$ cat config.mk
export PLATFORM = sky130hd
export DESIGN_NAME = crc_driven_entropy_pool_mixer_unit
export DESIGN_NICKNAME = d
export VERILOG_FILES = /design/src/sv/cdepm_pkg.sv /design/src/sv/crc_driven_entropy_pool_mixer_unit.sv
export SDC_FILE = /design/constraint.sdc
export NUM_CORES = 1
export LEC_CHECK = 0
export BUFFER_PORTS_ARGS = -buffer_cell sky130_fd_sc_hd__buf_2
export CAP_MARGIN = 20
export CORE_ASPECT_RATIO = 0.5
export CORE_MARGIN = 2
export CORE_UTILIZATION = 63
export DETAILED_ROUTE_END_ITERATION = 6
export GPL_TIMING_DRIVEN = 0
export PLACE_DENSITY_LB_ADDON = 0.1
export SLEW_MARGIN = 15
export SYNTH_ARGS = -nofsm -noshare
export SYNTH_HDL_FRONTEND = slang
export SYNTH_SLANG_ARGS = --single-unit
$ cat constraint.sdc
create_clock -name i_clk -period 5.38 [get_ports i_clk]
set_input_delay 0.807 -clock i_clk [delete_from_list [all_inputs] [get_ports i_clk]]
set_output_delay 0.807 -clock i_clk [all_outputs]
set_load 0.01 [all_outputs]
$ cat src/sv/cdepm_pkg.sv
`timescale 1ns / 1ps
// Package for the CRC-driven entropy pool mixer.
// Holds command codes, widths and the CRC-16/CCITT byte step; no dependencies.
package cdepm_pkg;

    localparam int BYTE_W        = 8;
    localparam int CRC_W         = 16;
    localparam int CMD_W         = 2;
    localparam int RIDX_W        = 5;
    localparam int POOL_LOG2_DEF = 5;

    localparam logic [CRC_W-1:0] CRC_POLY = 16'h1021;

    typedef enum logic [CMD_W-1:0] {
        CMD_MIX   = 2'd0,
        CMD_READ  = 2'd1,
        CMD_CLEAR = 2'd2
    } t_cmd;

    // CRC-16/CCITT over one byte, MSB first, no reflection
    function automatic logic [CRC_W-1:0] crc16_byte(
        input logic [CRC_W-1:0]  crc_in,
        input logic [BYTE_W-1:0] data
    );
        logic [CRC_W-1:0] c;
        c = crc_in ^ {data, {(CRC_W-BYTE_W){1'b0}}};
        for (int k = 0; k < BYTE_W; k++) begin
            if (c[CRC_W-1]) begin
                c = {c[CRC_W-2:0], 1'b0} ^ CRC_POLY;
            end else begin
                c = {c[CRC_W-2:0], 1'b0};
            end
        end
        return c;
    endfunction

endpackage

$ cat src/sv/crc_driven_entropy_pool_mixer_unit.sv
`timescale 1ns / 1ps
// Top level of the CRC-driven entropy pool mixer: pool memory, sequencer, CRC.
// Depends on cdepm_pkg.
//
// Usage
//   Input channel (i_valid / o_ready) carries one transaction per command:
//   mix a seed byte, read one pool entry, or clear the pool. Every
//   transaction returns exactly one result on the output channel
//   (o_valid / i_ready) with the pool byte (reads only, else 0) and the
//   running CRC after the command. i_seed_last is carried for framing and
//   does not affect the mixing.
//   The pool is a 2**POOL_LOG2 x 8 synchronous RAM with one write port and
//   two read ports. A mix needs three read-modify-writes (write position,
//   then the two CRC-chosen entries), one write per cycle, so a mix runs
//   through the steps IDLE, MIX2 and MIX3, a read through IDLE and RD2, and
//   a clear or unused command through IDLE alone; the second-target write
//   lands in the following IDLE step, alongside the next dispatch. The
//   result is registered in the last step of each command. A one-entry
//   input buffer lets the next transaction be accepted while the current
//   one is still in the sequencer.
//   Reset (synchronous, active low) empties all buffers, marks every pool
//   entry invalid (reads as zero), zeroes the write position, the CRC and
//   the CRC start register. A clear command does the same to the pool
//   at once via the per-entry valid bits.
//   When the receiver stalls, the result waits in the output register and
//   the sequencer holds its last step until the register frees up.
module crc_driven_entropy_pool_mixer_unit
    import cdepm_pkg::*;
#(
    parameter int POOL_LOG2 = POOL_LOG2_DEF
) (
    input  logic              i_clk,
    input  logic              i_rst_n,
    // configuration
    input  logic              i_cfg_we,
    input  logic [CRC_W-1:0]  i_cfg_data,
    // input channel
    input  logic              i_valid,
    output logic              o_ready,
    input  logic [CMD_W-1:0]  i_command,
    input  logic [BYTE_W-1:0] i_seed_byte,
    input  logic              i_seed_last,
    input  logic [RIDX_W-1:0] i_read_index,
    // output channel
    output logic              o_valid,
    input  logic              i_ready,
    output logic [BYTE_W-1:0] o_pool_byte,
    output logic [CRC_W-1:0]  o_crc_now
);

    localparam int POOL_SIZE = 1 << POOL_LOG2;

    typedef logic [POOL_LOG2-1:0] t_idx;

    typedef enum logic [3:0] {
        ST_IDLE = 4'b0001,   // dispatch from input buffer, first step
        ST_MIX2 = 4'b0010,   // add byte at write position
        ST_MIX3 = 4'b0100,   // XOR high byte into first target
        ST_RD2  = 4'b1000    // read data back
    } t_state;

    // ---------------------------------------------------------------
    // Registers
    // ---------------------------------------------------------------
    t_state              r_state, n_state;

    logic                r_in_vld;
    logic [CMD_W-1:0]    r_in_cmd;
    logic [BYTE_W-1:0]   r_in_byte;
    logic [RIDX_W-1:0]   r_in_ridx;

    logic [BYTE_W-1:0]   r_cur_byte;
    t_idx                r_ta, r_tb, r_ridx;
    logic [BYTE_W-1:0]   r_va;

    t_idx                r_wp;
    logic [CRC_W-1:0]    r_crc;
    logic [CRC_W-1:0]    r_crc_start;

    logic                r_pend_vld;
    t_idx                r_pend_addr;
    logic [BYTE_W-1:0]   r_pend_data;

    logic                r_out_vld;
    logic [BYTE_W-1:0]   r_out_pool;
    logic [CRC_W-1:0]    r_out_crc;

    // pool memory and its per-entry valid bits
    logic [BYTE_W-1:0]   r_mem [POOL_SIZE];
    logic [POOL_SIZE-1:0] r_vld;

    // read side: registered data plus what is needed to correct it
    logic [BYTE_W-1:0]   r_q0, r_q1;
    logic                r_rv0, r_rv1;
    logic                r_hit0, r_hit1;
    logic [BYTE_W-1:0]   r_wd_prev;

    // ---------------------------------------------------------------
    // Combinational
    // ---------------------------------------------------------------
    t_cmd                in_cmd;
    logic                pop;
    logic                clear_fire;
    logic                out_free;
    logic                out_load;
    logic [BYTE_W-1:0]   out_pool;
    logic [CRC_W-1:0]    out_crc;
    logic [CRC_W-1:0]    crc_next;
    t_idx                ta_in, tb_in, ridx_in;
    t_idx                ra0, ra1;
    logic                we;
    t_idx                waddr;
    logic [BYTE_W-1:0]   wdata;
    logic [BYTE_W-1:0]   c0, c1;
    logic [BYTE_W-1:0]   v_wp, v_a, v_b;

    assign in_cmd   = t_cmd'(r_in_cmd);
    assign out_free = !r_out_vld || i_ready;
    assign crc_next = crc16_byte(r_crc, r_in_byte);
    assign ta_in    = t_idx'(r_crc[BYTE_W-1:0]);
    assign tb_in    = t_idx'(r_crc[CRC_W-1:BYTE_W]);
    assign ridx_in  = t_idx'(r_in_ridx);

    // read data corrected for a write in the read cycle and for invalid entries
    assign c0 = r_hit0 ? r_wd_prev : (r_rv0 ? r_q0 : '0);
    assign c1 = r_hit1 ? r_wd_prev : (r_rv1 ? r_q1 : '0);

    assign v_wp = c0 + r_cur_byte;
    // first target may be the entry just updated at the write position
    assign v_a  = ((r_ta == r_wp) ? v_wp : c1) ^ r_crc[CRC_W-1:BYTE_W];
    // write-position overlap is already forwarded into c0
    assign v_b  = ((r_tb == r_ta) ? r_va : c0) ^ r_crc[BYTE_W-1:0];

    assign o_ready = !r_in_vld || pop;

    always_comb begin
        n_state    = r_state;
        pop        = 1'b0;
        clear_fire = 1'b0;
        out_load   = 1'b0;
        out_pool   = '0;
        out_crc    = r_crc;
        ra0        = r_wp;
        ra1        = ta_in;
        unique case (r_state)
            ST_IDLE: begin
                if (r_in_vld) begin
                    unique case (in_cmd)
                        CMD_MIX: begin
                            pop     = 1'b1;
                            n_state = ST_MIX2;
                        end
                        CMD_READ: begin
                            ra0     = ridx_in;
                            pop     = 1'b1;
                            n_state = ST_RD2;
                        end
                        CMD_CLEAR: begin
                            if (out_free) begin
                                pop        = 1'b1;
                                clear_fire = 1'b1;
                                out_load   = 1'b1;
                                out_crc    = r_crc_start;
                            end
                        end
                        default: begin
                            // unused command: no state change, report CRC
                            if (out_free) begin
                                pop      = 1'b1;
                                out_load = 1'b1;
                            end
                        end
                    endcase
                end
            end
            ST_MIX2: begin
                ra0     = r_tb;
                n_state = ST_MIX3;
            end
            ST_MIX3: begin
                ra0 = r_tb;
                if (out_free) begin
                    out_load = 1'b1;
                    n_state  = ST_IDLE;
                end
            end
            ST_RD2: begin
                ra0 = r_ridx;
                if (out_free) begin
                    out_load = 1'b1;
                    out_pool = c0;
                    n_state  = ST_IDLE;
                end
            end
            default: begin
                n_state = ST_IDLE;
            end
        endcase
    end

    // single write port: deferred second-target write, then in-flight steps
    always_comb begin
        we    = 1'b0;
        waddr = r_wp;
        wdata = v_wp;
        priority if (r_pend_vld) begin
            we    = 1'b1;
            waddr = r_pend_addr;
            wdata = r_pend_data;
        end else if (r_state == ST_MIX2) begin
            we    = 1'b1;
            waddr = r_wp;
            wdata = v_wp;
        end else if (r_state == ST_MIX3) begin
            we    = 1'b1;
            waddr = r_ta;
            wdata = r_va;
        end
    end

    // ---------------------------------------------------------------
    // Pool memory
    // ---------------------------------------------------------------
    always_ff @(posedge i_clk) begin
        if (we) begin
            r_mem[waddr] <= wdata;
        end
        r_q0      <= r_mem[ra0];
        r_q1      <= r_mem[ra1];
        r_rv0     <= r_vld[ra0];
        r_rv1     <= r_vld[ra1];
        r_hit0    <= we && (waddr == ra0);
        r_hit1    <= we && (waddr == ra1);
        r_wd_prev <= wdata;
    end

    always_ff @(posedge i_clk) begin
        if (!i_rst_n) begin
            r_vld <= '0;
        end else if (clear_fire) begin
            r_vld <= '0;
        end else if (we) begin
            r_vld[waddr] <= 1'b1;
        end
    end

    // ---------------------------------------------------------------
    // Control and state
    // ---------------------------------------------------------------
    always_ff @(posedge i_clk) begin
        if (!i_rst_n) begin
            r_state     <= ST_IDLE;
            r_in_vld    <= 1'b0;
            r_out_vld   <= 1'b0;
            r_pend_vld  <= 1'b0;
            r_wp        <= '0;
            r_crc       <= '0;
            r_crc_start <= '0;
        end else begin
            r_state <= n_state;

            if (i_cfg_we) begin
                r_crc_start <= i_cfg_data;
            end

            if (i_valid && o_ready) begin
                r_in_vld <= 1'b1;
            end else if (pop) begin
                r_in_vld <= 1'b0;
            end

            if (out_load) begin
                r_out_vld <= 1'b1;
            end else if (i_ready) begin
                r_out_vld <= 1'b0;
            end

            r_pend_vld <= (r_state == ST_MIX3) && out_free;

            if (clear_fire) begin
                r_wp  <= '0;
                r_crc <= r_crc_start;
            end else if (r_state == ST_IDLE && pop && in_cmd == CMD_MIX) begin
                r_crc <= crc_next;
            end else if (r_state == ST_MIX2) begin
                r_wp <= t_idx'(r_wp + 1'b1);
            end
        end
    end

    // payload registers
    always_ff @(posedge i_clk) begin
        if (i_valid && o_ready) begin
            r_in_cmd  <= i_command;
            r_in_byte <= i_seed_byte;
            r_in_ridx <= i_read_index;
        end
        if (r_state == ST_IDLE && pop) begin
            r_cur_byte <= r_in_byte;
            r_ta       <= ta_in;
            r_tb       <= tb_in;
            r_ridx     <= ridx_in;
        end
        if (r_state == ST_MIX2) begin
            r_va <= v_a;
        end
        if (r_state == ST_MIX3) begin
            r_pend_addr <= r_tb;
            r_pend_data <= v_b;
        end
        if (out_load) begin
            r_out_pool <= out_pool;
            r_out_crc  <= out_crc;
        end
    end

    assign o_valid     = r_out_vld;
    assign o_pool_byte = r_out_pool;
    assign o_crc_now   = r_out_crc;

`ifndef SYNTHESIS
    // deferred write only lands between transactions
    a_pend_idle: assert property (@(posedge i_clk) disable iff (!i_rst_n)
        r_pend_vld |-> (r_state == ST_IDLE))
        else $error("deferred pool write outside idle step");

    // the add step always runs into the first XOR step
    a_mix_seq: assert property (@(posedge i_clk) disable iff (!i_rst_n)
        (r_state == ST_MIX2) |=> (r_state == ST_MIX3))
        else $error("mix sequence broken");

    // finishing a mix schedules the second-target write
    a_mix_done: assert property (@(posedge i_clk) disable iff (!i_rst_n)
        (r_state == ST_MIX3 && out_free) |=> (r_pend_vld && r_out_vld))
        else $error("mix completed without deferred write or result");

    // a clear empties the pool, rewinds the position and reloads the CRC start value
    a_clear: assert property (@(posedge i_clk) disable iff (!i_rst_n)
        clear_fire |=> (r_vld == '0 && r_wp == '0 && r_crc == $past(r_crc_start)))
        else $error("clear did not reset pool state");

    // a result held under back-pressure does not change
    a_out_hold: assert property (@(posedge i_clk) disable iff (!i_rst_n)
        (r_out_vld && !i_ready) |=> (r_out_vld && $stable(r_out_crc)
            && $stable(r_out_pool)))
        else $error("stalled result overwritten");
`endif

endmodule
After elaboration in Yosys (flattened, before gate mapping)
Memory sizes are Yosys's and may differ from the RTL's. A register that Yosys moved wholly into a read port is not among the register bits.
Index checks and enable logic that the tools add are counted.
{"block": "op_classes", "add_sub_neg": 2, "order_cmp": 4, "n_eq_ne": 13, "n_mux": 58, "n_bitwise": 14, "reduce_logical": 22}
{"operator": "2-to-1 mux 13 bit", "n": 8}
{"operator": "2-to-1 mux 16 bit", "n": 6}
{"operator": "2-to-1 mux 8 bit", "n": 9}
{"operator": "bitwise OR 32 bit", "n": 1}
{"operator": "2-to-1 mux 5 bit", "n": 5}
{"operator": "inverter 3 bit", "n": 8}
{"operator": "2-to-1 mux 1 bit", "n": 21}
{"operator": "== test 5 bit", "n": 4}
{"operator": "less-than comparator 5 x 6 -> 1 bit, second input constant", "n": 3}
{"operator": "XOR 16 bit", "n": 1}
{"operator": "XOR 8 bit", "n": 2}
{"operator": "one-hot mux 5 bit (3 select lines)", "n": 1}
{"operator": "one-hot mux 4 bit (3 select lines)", "n": 1}
{"operator": "binary-select mux 1 bit (select 5 bit)", "n": 2}
{"operator": "adder 8 bit", "n": 1}
{"operator": "2-to-1 mux 4 bit", "n": 2}
{"operator": "one-hot mux 4 bit (2 select lines)", "n": 1}
{"operator": "OR reduction 2 bit", "n": 4}
{"operator": "logical AND 1 bit", "n": 7}
{"operator": "nonzero test 2 bit", "n": 3}
{"operator": "adder 5 x 1 -> 5 bit, second input constant", "n": 1}
{"operator": "demux 1 bit (select 5 bit)", "n": 1}
{"operator": "greater-or-equal comparator 5 x 1 -> 1 bit, second input constant", "n": 1}
{"operator": "== test 4 x 1 -> 1 bit, second input constant", "n": 1}
{"operator": "15 further kinds", "n": 19}
{"block": "word_totals", "register_bits": 171, "ramBits": 256, "out_inout_bits": 26, "n_memories": 1}
{"name": "r_mem", "depth": 32, "width": 8, "read_ports": 2, "rd_clocked_by_memory_dff": 2, "write_ports": 1, "line": "crc_driven_entropy_pool_mixer_unit.sv:89", "rtl": "logic [BYTE_W-1:0] r_mem [POOL_SIZE];"}

Logic depth before layout (Yosys ltp)
Gate-level depths: netlist (run 1).
{"block": "logic_depth", "word_depth": 19, "ltp_mapped": 14, "mapped_depth_nobuf": 12}

Worst setup path before layout (run 1)
OpenSTA, ideal clock, no wires.
{"block": "synth_timing", "path_type": "reg2reg", "start": "register r_hit0", "end": "memory r_mem[0][7] (data pin)", "setup_ns": 0.474, "arrival_ns": 3.700, "required_ns": 4.906, "slack_ns": 1.206, "stages_incl_launch_ff": 13, "n_path_buf": 2, "period_less_slack_ns": 4.174, "cell_sequence": "dfxtp_1 > clkbuf_1 > nor2b_1 > clkbuf_1 > a22o_1 > ha_1 > a21o_1 > a21oi_1 > o21ai_0 > a21oi_1 > o21ai_0 > xnor2_1 > o31ai_1"}
{"block": "synth_via", "elab_chain_cells": 5}
{"item": "start: declaration", "line": "crc_driven_entropy_pool_mixer_unit.sv:95", "rtl": "logic r_hit0, r_hit1;"}
{"item": "start signal: assignment", "line": "crc_driven_entropy_pool_mixer_unit.sv:232", "rtl": "r_hit0 <= we && (waddr == ra0);"}
{"item": "2-to-1 mux 8 bit (*)", "line": "crc_driven_entropy_pool_mixer_unit.sv:125", "rtl": "assign c0 = r_hit0 ? r_wd_prev : (r_rv0 ? r_q0 : '0);"}
{"item": "named net c0[1]", "line": "crc_driven_entropy_pool_mixer_unit.sv:114", "rtl": "logic [BYTE_W-1:0] c0, c1;"}
{"item": "adder 8 bit (*)", "line": "crc_driven_entropy_pool_mixer_unit.sv:128", "rtl": "assign v_wp = c0 + r_cur_byte;"}
{"item": "2-to-1 mux 8 bit", "line": "crc_driven_entropy_pool_mixer_unit.sv:214", "rtl": "end else if (r_state == ST_MIX3) begin"}
{"item": "2-to-1 mux 8 bit (*)", "line": "crc_driven_entropy_pool_mixer_unit.sv:210", "rtl": "end else if (r_state == ST_MIX2) begin"}
{"item": "2-to-1 mux 8 bit (*)", "line": "crc_driven_entropy_pool_mixer_unit.sv:206", "rtl": "priority if (r_pend_vld) begin"}
{"item": "named net wdata[7]", "line": "crc_driven_entropy_pool_mixer_unit.sv:113", "rtl": "logic [BYTE_W-1:0] wdata;"}
{"item": "end: declaration", "line": "crc_driven_entropy_pool_mixer_unit.sv:89"}
Mark *: on every way through the listed nets, which the timed path passes. The rest lies on a longest branch.

Worst setup path after layout (run 1)
{"block": "layout_timing", "start": "register r_state[3]", "end": "register r_q0[7] (read register of r_mem)"}
{"block": "layout_via", "elab_chain_cells": 3, "word_cells_on_any_way": 6}
{"item": "start: declaration", "line": "crc_driven_entropy_pool_mixer_unit.sv:65", "rtl": "t_state r_state, n_state;"}
{"item": "start signal: assignment", "line": "crc_driven_entropy_pool_mixer_unit.sv:260", "rtl": "r_state <= n_state;"}
{"item": "== test 4 x 3 -> 1 bit or == test 4 x 2 -> 1 bit (tied branches)", "line": "crc_driven_entropy_pool_mixer_unit.sv:145", "rtl": "unique case (r_state)"}
{"item": "OR reduction 2 bit (no line)"}
{"item": "one-hot mux 5 bit (3 select lines) (*)", "line": "crc_driven_entropy_pool_mixer_unit.sv:145"}
{"item": "end: declaration", "line": "crc_driven_entropy_pool_mixer_unit.sv:93", "rtl": "logic [BYTE_W-1:0] r_q0, r_q1;"}
Every way passes the cells marked *; elsewhere a longest branch is shown, timed or not.
A chain may end at the register's enable or synchronous reset.

==> results.md, run 1 <==
* Top-count cell post-synth: edfxtp_1
* Syn avg cell area at 13.9 um2
* Max Cap Viol at 0
* WP data required at 5.70 ns
* Crit Path Max Fanout at 10
* Ports at 63
* Synth area leaders: edfxtp_1, dfxtp_1, mux4_2
* Yosys top cell by area: edfxtp_1
* Worst-case reg-to-reg path depth at 10
* Outcome: completed
* Flops & latches, synth at 443
* Final setup vio count at 0
* Top-area cell type share of the netlist area at 48.4%
* Top FF cell, synth: edfxtp_1
* Worst R2R Start: r_state[3]
* DIE AREA at 35000 um2
* Pleak at 0.00799 uW
* Min-delay src: i_seed_byte[3]
* Crit path arrival time at 4.44 ns
* Post-CTS setup buffers at 0
* HPWL Detailed at 47000 um
* # DRC at 0
* Vias in the first global route at 14500
* Worst path cell trace: buf_2 > nor3b_2 > a32o_1 > a211o_1 > buf_2 > nand2b_1 > buf_2 > a211oi_1 > a2111oi_0 > o2111ai_1
* Initial antenna violation count at 3
* Row count at 47
* Gpl congestion at 0.971
* CP startpoint: r_state[3]
* DP Cell Count at 2037
* Final Skew at 0.0218 ns
* DRT Wirelength at 65500 um
* Hold_buf cts at 0
* CTS root buf: clkbuf_16
* # clock sinks at 443
* Post-route ant nets at 0
* Post-synthesis cell count at 1516
* # nets final at 1689
* Async SR Flop Fraction at 0%
* RSZ-0062 raised after global routing: no
* Post-synthesis sequential area ratio at 58.3%
* Tightest Hold Check Type: in -> reg
* Pwr/cell area at 308 nW/um2
* Finished Layout Cells at 2114
* Post-synth EDFFs at 339
* Clock Latency Late Sink at 0.56 ns
* Number of CTS-inserted buffers at 40
* Synth unique cells at 82
* Wire per inst at 31.0 um
* Netlist Area Pre-Place at 21100 um2
* Initial core utilization at 63.8%
* YS warnings at 0
* Fmax at 0.243 GHz
* Final Slew Violations at 0
* Hold Crit Depth at 1
* N_diodes at 0
* Worst slew margin at 14.2%
* Syn nets at 1563
* CP most frequent cell: buf_2
* H-tree Lvls at 2
* Worst Setup End Kind: register
* Share of layout cells above drive strength 1 at 20.4%
* Crit path time final at 4.12 ns
* Commonest cells in the netlist: edfxtp_1, mux2i_1, dfxtp_1
* CTS tree: built
* Crit Path Category: reg -> reg
* CTS clk-pin slew, worst paths at 0.06 ns
* Die height at 133 um
* First-pass GRT wire length at 95500 um
* Total Power at 7270 uW
* CP peak stage delay at 1.11 ns
* Crit path max-delay cell type: a2111oi_0
* Slew @ Worst Pin at 1.25 ns
* Width of the die at 263 um
* Longest Clk Path Bufs at 3
* Area Overhead vs Synth at 12.3%
* Core footprint at 33000 um2
* Port Buffers at 60
* TNS Setup at 0 ns
* CP Launch Type: register
* DRT Pass-1 Iters at 6
* Vias per cell at 7.02
* Global-route usage over all layers at 37.8%
* Via count at 14800
* Hold Violations, Final at 0
* Grt ovf at 0
* Max VDD drop at 306 uV
* Largest net degree at the start of global routing at 34
* Initial DRC Count at 2295
* Final worst path period share at 76.6%
* CTS resizes at 0
worst paths after layout:
check / end / slack [ns]
worst max-delay path: r_q0[7] / 1.26
worst min-delay path: r_in_byte[3] / 0.42
worst max register to register: r_q0[7] / 1.26
worst min register to register: r_ridx[2] / 0.46
layer usage:
layer,GRT usage [%],vias up,routed length (um)
li1,-,6164,-
met1,51.2,7406,25200
met2,55.6,1073,28000
met3,14.6,186,9540
met4,14.3,6,2680
met5,2.03,-,129
worst max-delay path: cells and delay by family (launching register included):
family	cells	cell delay [ns]
flip-flops	1	0.31
AO/OA/AOI/OAI	5	2.02
AND/OR/NAND/NOR	2	0.69
buffers and inverters	3	0.86
registers in the layout, indices dropped and copies added (netlist names), 16 cells and up:
signal,cells
o_crc_now,16
r_crc,16
r_crc_start,16
r_mem,256
r_vld,32
where the power goes:
group | leakage [uW] | switching, uW | internal, uW
Clock | 0.000620 | 1280 | 1600
Sequential | 0.00394 | 48.3 | 3750
Combinational | 0.00343 | 359 | 224
Total | 0.00799 | 1690 | 5580
area by class of cell:
cell class / instances / area (um2)
buffer: 104 / 529
clock buffer: 53 / 1110
sequential: 443 / 12300
tap: 441 / 552
clock inverter: 20 / 183
timing repair buffer: 84 / 627
inverter: 18 / 67.6
fill: 2217 / 9360
multi-input combinational: 951 / 8300
cell families after synthesis:
kind of cell | after synthesis | synth area share [%]
multiplexers | 254 | 17.7
AND/OR/NAND/NOR | 330 | 7.82
buffers and inverters | 122 | 2.84
flip-flops | 443 | 58.3
XOR/XNOR | 70 | 3.00
AO/OA/AOI/OAI | 287 | 9.73
adder cells (fa/ha/maj) | 10 | 0.630
per-stage QoR:
step / instance area (um2) / utilization (%) / setup WS, ns / hold WS (ns)
final: 23600 / 71.6 / 1.26 / 0.424
after global routing: 23600 / 71.6 / 1.28 / 0.416
after CTS: 23600 / 71.5 / 1.51 / 0.417
after detailed placement: 22300 / 67.6 / 1.52 / 0.445
after global placement: 21900 / 66.4 / -1.29 / 0.430
after floorplan: 21100 / - / 1.21 / 0.406
cell usage in the layout (no fill, tap or decap), types with 16 or more instances in the layout:
| cell | n |
|---|---|
| edfxtp_1 | 339 |
| mux2i_1 | 137 |
| dfxtp_1 | 104 |
| nand2_1 | 101 |
| buf_2 | 93 |
| mux4_2 | 90 |
| o21ai_0 | 75 |
| nor2_1 | 63 |
| nand3_1 | 61 |
| clkbuf_1 | 56 |
| xnor2_1 | 52 |
| clkbuf_16 | 41 |
| nor2b_1 | 39 |
| o21a_1 | 34 |
| a211oi_1 | 32 |
| a2111oi_0 | 25 |
| a21oi_1 | 20 |
| inv_1 | 18 |
| buf_6 | 17 |
| xor2_1 | 17 |
| mux2_2 | 16 |
No activity file was read; power rests on OpenSTA's default activity.
==> run 2: changes to the inputs <==
--- a/config.mk
+++ b/config.mk
@@ -9,7 +9,7 @@
 export CAP_MARGIN = 20
 export CORE_ASPECT_RATIO = 0.5
 export CORE_MARGIN = 2
-export CORE_UTILIZATION = 63
+export CORE_UTILIZATION = 57
 export DETAILED_ROUTE_END_ITERATION = 6
 export GPL_TIMING_DRIVEN = 0
 export PLACE_DENSITY_LB_ADDON = 0.1
==> constraint.sdc (replaced) <==
create_clock -name i_clk -period 3.53 [get_ports i_clk]
set_input_delay 0.5295 -clock i_clk [delete_from_list [all_inputs] [get_ports i_clk]]
set_output_delay 0.5295 -clock i_clk [all_outputs]
set_load 0.01 [all_outputs]
==> run 2 against run 1 <==
The flow now finishes with violations (design-rule violations, negative setup slack). Flip-flop and latch count did not move. Combinational power rose by 57%. First-iteration DRC count shrank 10%. Sequential power rose by 52%. Register-to-register slack lost 1.3 ns. Critical path depth fell by 4. Non-clock buffer count grew 3. Maximum frequency increased by 14%. Via count decreased by 1.3%. Final area is 1.5% higher. Die area is 10% higher. Highest routed layer is now met4.
==> results.md, run 2 (synthesized netlist as in run 1, its figures left out) <==
* RSZ-0062 raised after global routing: yes
* Worst slew margin at 14.1%
* Largest net degree at the start of global routing at 34
* Met1 Track Usage GR at 50.5%
* Core footprint at 36200 um2
* CP Buf/Inv Count at 1
* Slew @ Worst Pin at 1.29 ns
* Via count at 14600
* N_diodes at 0
* DRT Wirelength at 66900 um
* Max Cap Viol at 0
* Final worst path period share at 102%
* Pwr/cell area at 458 nW/um2
* Most common cell after layout, fill and taps aside: edfxtp_1
* Top Family by Delay on Critical Path: simple AND/OR/NAND/NOR gates
* Number of CTS-inserted buffers at 40
* Finished Layout Cells at 2159
* Initial core utilization at 58.2%
* CP peak stage delay at 1.00 ns
* Most frequent cells in the layout: edfxtp_1, mux2i_1, dfxtp_1
* Vias per cell at 6.78
* # clock sinks at 443
* Pleak at 0.00809 uW
* Worst path cell trace: buf_2 > nor4b_4 > mux2i_1 > o21ai_2 > nand3b_1 > nor2_1
* DP Cell Count at 2074
* Initial DRC Count at 2063
* Gpl congestion at 0.985
* First-pass GRT wire length at 96300 um
* Port Buffers at 60
* Die height at 140 um
* Total Power at 11000 uW
* Share of layout cells above drive strength 1 at 23.6%
* # nets final at 1693
* Crit Path Category: reg -> reg
* Vias in the first global route at 14200
* Width of the die at 276 um
* DP Worst Slack at -0.390 ns
* Hold_buf cts at 0
* CTS tree: built
* Met3 Use GR at 9.37%
* Global-route usage over all layers at 35.0%
* DIE AREA at 38600 um2
* Grt ovf at 0
* Initial antenna violation count at 0
* Clock Latency Late Sink at 0.55 ns
* Setup ws final at -0.0752 ns
* Hold Violations, Final at 0
* CTS root buf: clkbuf_16
* Fmax at 0.277 GHz
* Post-route ant nets at 0
* Crit path time final at 3.61 ns
* Met2 usage at 51.9%
* Crit Path Max Fanout at 10
* Crit path max-delay cell type: nor2_1
* Tightest Hold Check Type: in -> reg
* Longest Clk Path Bufs at 3
* Final setup vio count at 33
* Wire per inst at 31.0 um
* Max VDD drop at 336 uV
* CTS clk-pin slew, worst paths at 0.07 ns
* Global route hottest layer: met2
* Ports at 63
* Final Slew Violations at 0
* Final instance area at 24000 um2
* DRT Pass-1 Iters at 7
* Worst Setup End Kind: register
* Register with the most flip-flops: r_mem
* Row count at 49
* Area Overhead vs Synth at 13.9%
* Max FFs per register at 256
* Regs by FF count: r_mem x256, r_vld x32
* HPWL Detailed at 48200 um
* Failing checks: design-rule violations, negative setup slack
* Final Skew at 0.0183 ns
* Placed cell areas at 22300 um2
* # DRC at 9
* H-tree Lvls at 2
* CP Launch Type: register
* Crit path arrival time at 3.77 ns
* Outcome: finished, violations left
* WP data required at 3.70 ns
==> run 2: cell types whose count changed in the layout (fill, tap and decap cells not counted), sizes merged <==
cell,change
clkdlybuf4s18,-1
inv,-2
clkbuf,+6
buf,+4
o21ai,+1
bufinv,-2
clkinv,-1
clkinvlp,-3
==> run 2: per-stage QoR <==
stage	utilization (%)	TNS [ns]	hold slack, ns
after global routing	66.3	-4.12	0.136
after global placement	60.7	-350.05	0.438
after detailed placement	61.6	-38.31	0.437
after floorplan	-	-0.183	0.406
after CTS	65.6	-2.44	0.137
final	66.3	-1.65	0.152
==> run 2: final timing paths <==
path                       start      endpoint  slack, ns  depth (start not counted)
setup / recovery      r_state[0]  r_mem[19][2]      -0.08                          6
hold reg to reg     r_in_ridx[0]     r_ridx[0]       0.46                          0
setup reg to reg      r_state[0]  r_mem[19][2]      -0.08                          6
hold / removal    i_seed_byte[2]  r_in_byte[2]       0.15                          1
==> run 2: power breakdown <==
| part | switching, uW | total (uW) | internal, uW |
|---|---|---|---|
| logic | 561 | 917 | 357 |
| clock network | 1950 | 4270 | 2320 |
| registers | 71.0 | 5790 | 5720 |
==> run 2: worst reg2reg max path, cell delays in order, from the launching register on <==
cell,delay [ns]
dfxtp_1,0.36
buf_2,0.22
nor4b_4,0.55
mux2i_1,0.17
o21ai_2,0.42
nand3b_1,0.50
nor2_1,1.00
==> run 2: area by class of cell <==
class | instances | area (um2)
Buffer | 103 | 537
Clock buffer | 59 | 1140
Clock inverter | 12 | 88.8
Fill cell | 2640 | 12200
Inverter | 18 | 67.6
Multi-Input combinational cell | 952 | 8590
Sequential cell | 443 | 12300
Tap cell | 484 | 606
Timing Repair Buffer | 88 | 679
==> run 2: per-layer routing <==
metal	vias up	routed length (um)	part of all wire, %
met5	-	0	0
met2	902	29100	44
met1	7427	27500	41
met4	0	2350	3.5
met3	145	7980	12
li1	6173	-	-
==> run 2: repair_timing <==
action,in CTS,in global routing
hold endpoints to repair,0,0
gates cloned,1,0
buffers inserted,4,4
gates resized for setup,32,45
endpoints found under the setup margin,192,311
pin swaps,3,2
==> run 3: changes to the inputs <==
==> constraint.sdc (replaced) <==
create_clock -name i_clk -period 2.9 [get_ports i_clk]
set_input_delay 0.435 -clock i_clk [delete_from_list [all_inputs] [get_ports i_clk]]
set_output_delay 0.435 -clock i_clk [all_outputs]
set_load 0.01 [all_outputs]
==> run 3 against run 2 <==
The flow still finishes with violations (design-rule violations, negative setup slack). Register-to-register slack worse by 0.16 ns. Largest power group unchanged. First-iteration DRC count is 8.3% higher. Flip-flop and latch count stayed put. Critical path type unchanged. Final area is 8.8% higher. Non-clock buffer count is 93 higher. Critical endpoint is now r_mem[11][6]. Via count is 4.5% higher. Die area stayed put. Maximum frequency is 15% higher. Power is 21% higher.
==> results.md, run 3 (synthesized netlist as in run 1, its figures left out) <==
* Slew @ Worst Pin at 1.27 ns
* Crit path arrival time at 3.44 ns
* Failing checks: design-rule violations, negative setup slack
* CTS clk-pin slew, worst paths at 0.07 ns
* Via count at 15300
* Clock Latency Late Sink at 0.56 ns
* Largest net degree at the start of global routing at 34
* Crit Path Max Fanout at 6
* Finished Layout Cells at 2261
* CTS tree: built
* Initial antenna violation count at 1
* H-tree Lvls at 2
* Tightest Hold Check Type: in -> reg
* Longest Clk Path Bufs at 3
* Max Cap Viol at 0
* Fmax at 0.319 GHz
* Ports at 63
* Setup ws final at -0.231 ns
* Outcome: finished, violations left
* Final Skew at 0.0155 ns
* DRT Pass-1 Iters at 7
* Worst slew margin at 15.1%
* Port Buffers at 60
* Wire per inst at 31.6 um
* Hold_buf cts at 0
* DRT Wirelength at 71400 um
* DP Cell Count at 2074
* Regs by FF count: r_mem x256, r_vld x32
* Final setup vio count at 39
* Share of layout cells above drive strength 1 at 33.6%
* Final Slew Violations at 0
* RSZ-0062 raised after global routing: yes
* Most frequent cells in the layout: edfxtp_1, mux2i_1, dfxtp_1
* Pleak at 0.00891 uW
* Crit Path Category: reg -> reg
* Die height at 140 um
* Worst Setup End Kind: register
* Max FFs per register at 256
* Layout fillers at 2353
* WP data required at 3.21 ns
* Post-route ant nets at 0
* First-pass GRT wire length at 100000 um
* Area Overhead vs Synth at 24.0%
* Core footprint at 36200 um2
* # clock sinks at 443
* Global-route usage over all layers at 36.7%
* # nets final at 1794
* Max VDD drop at 537 uV
* Hold Violations, Final at 0
* Initial core utilization at 58.2%
* Crit path time final at 3.13 ns
* Gpl congestion at 0.989
* Number of CTS-inserted buffers at 39
* Row count at 49
* HPWL Detailed at 48300 um
* Register with the most flip-flops: r_mem
* Vias per cell at 6.77
* Final worst path period share at 108%
* DIE AREA at 38600 um2
* Vias in the first global route at 14700
* CTS root buf: clkbuf_16
* TNS Setup at -7.10 ns
* Most common cell after layout, fill and taps aside: edfxtp_1
* Pwr/cell area at 510 nW/um2
* Grt ovf at 0
* CP Launch Type: register
* Initial DRC Count at 2235
* # DRC at 10
* Width of the die at 276 um
==> run 3: cell count changes in the layout (fill, tap and decap cells not counted), sizes merged <==
| cell | before | now |
|---|---|---|
| clkbuf | 108 | 102 |
| diode | 0 | 2 |
| nor2 | 66 | 73 |
| buf | 142 | 239 |
| clkinvlp | 1 | 4 |
| o21ai | 94 | 95 |
| clkinv | 10 | 8 |
==> run 3: power by group <==
part           total [uW]  internal (uW)  switching (uW)
clock network        5010           2670            2350
registers            7050           6960            89.8
logic                1250            518             734
==> run 3: what timing repair did <==
item                                    in CTS  in global routing
resized for setup                          232                118
endpoints found under the setup margin     527                434
gates cloned                                 6                  8
pin swaps                                   48                 61
buffers inserted                            76                 33
==> run 3: path summary, 6_finish.rpt <==
kind | start | to | slack (ns) | cells after the start
setup / recovery | r_hit0 | r_mem[11][6] | -0.23 | 15
hold / removal | i_seed_byte[2] | r_in_byte[2] | 0.05 | 1
setup reg to reg | r_hit0 | r_mem[11][6] | -0.23 | 15
hold reg to reg | r_in_ridx[2] | r_ridx[2] | 0.47 | 0
==> run 3: area by class of cell <==
type | instances | area (um2) | area share, %
sequential | 443 | 12300 | 47.0
clock buffer | 57 | 1070 | 4.11
antenna | 2 | 5.00 | 0.0192
tap | 484 | 606 | 2.32
inverter | 18 | 71.3 | 0.273
buffer | 98 | 729 | 2.80
timing repair buffer | 186 | 1790 | 6.86
timing repair inverter | 1 | 5.00 | 0.0192
multi-input combinational | 960 | 9450 | 36.2
clock inverter | 12 | 91.3 | 0.350
==> run 3: routing by layer <==
metal / vias up / wire length (um) / share of wire, % / track usage [%]
li1: 6393 / - / - / -
met1: 7700 / 27800 / 39 / 51.5
met2: 1026 / 30700 / 43 / 53.4
met3: 190 / 9740 / 14 / 12.1
met4: 0 / 3240 / 4.5 / 13.7
met5: - / 0 / 0 / 0
==> run 3: per-stage QoR <==
step / instance area (um2) / utilization [%] / hold slack (ns) / total power [uW] / setup slack, ns
global route: 26100 / 72.1 / 0.0387 / 13600 / -0.317
floorplan: 21100 / - / 0.406 / 7810 / 0.0106
CTS: 25300 / 70.0 / 0.0403 / 13300 / -0.204
finish: 26100 / 72.1 / 0.0481 / 13300 / -0.231
global placement: 22000 / 60.9 / 0.434 / 8180 / -2.00
detailed placement: 22300 / 61.7 / 0.448 / 8240 / -1.05
==> run 3: worst max-delay path, cell delays in order (launching register included) <==
cell	delay, ns
dfxtp_4	0.36
buf_6	0.13
a22o_4	0.27
ha_4	0.16
inv_2	0.06
fa_2	0.21
nor2b_1	0.05
o21ai_1	0.20
a21boi_2	0.09
o21a_1	0.21
or3_4	0.41
a31oi_4	0.21
buf_12	0.13
buf_8	0.11
o21ai_4	0.09
clkbuf_16	0.19
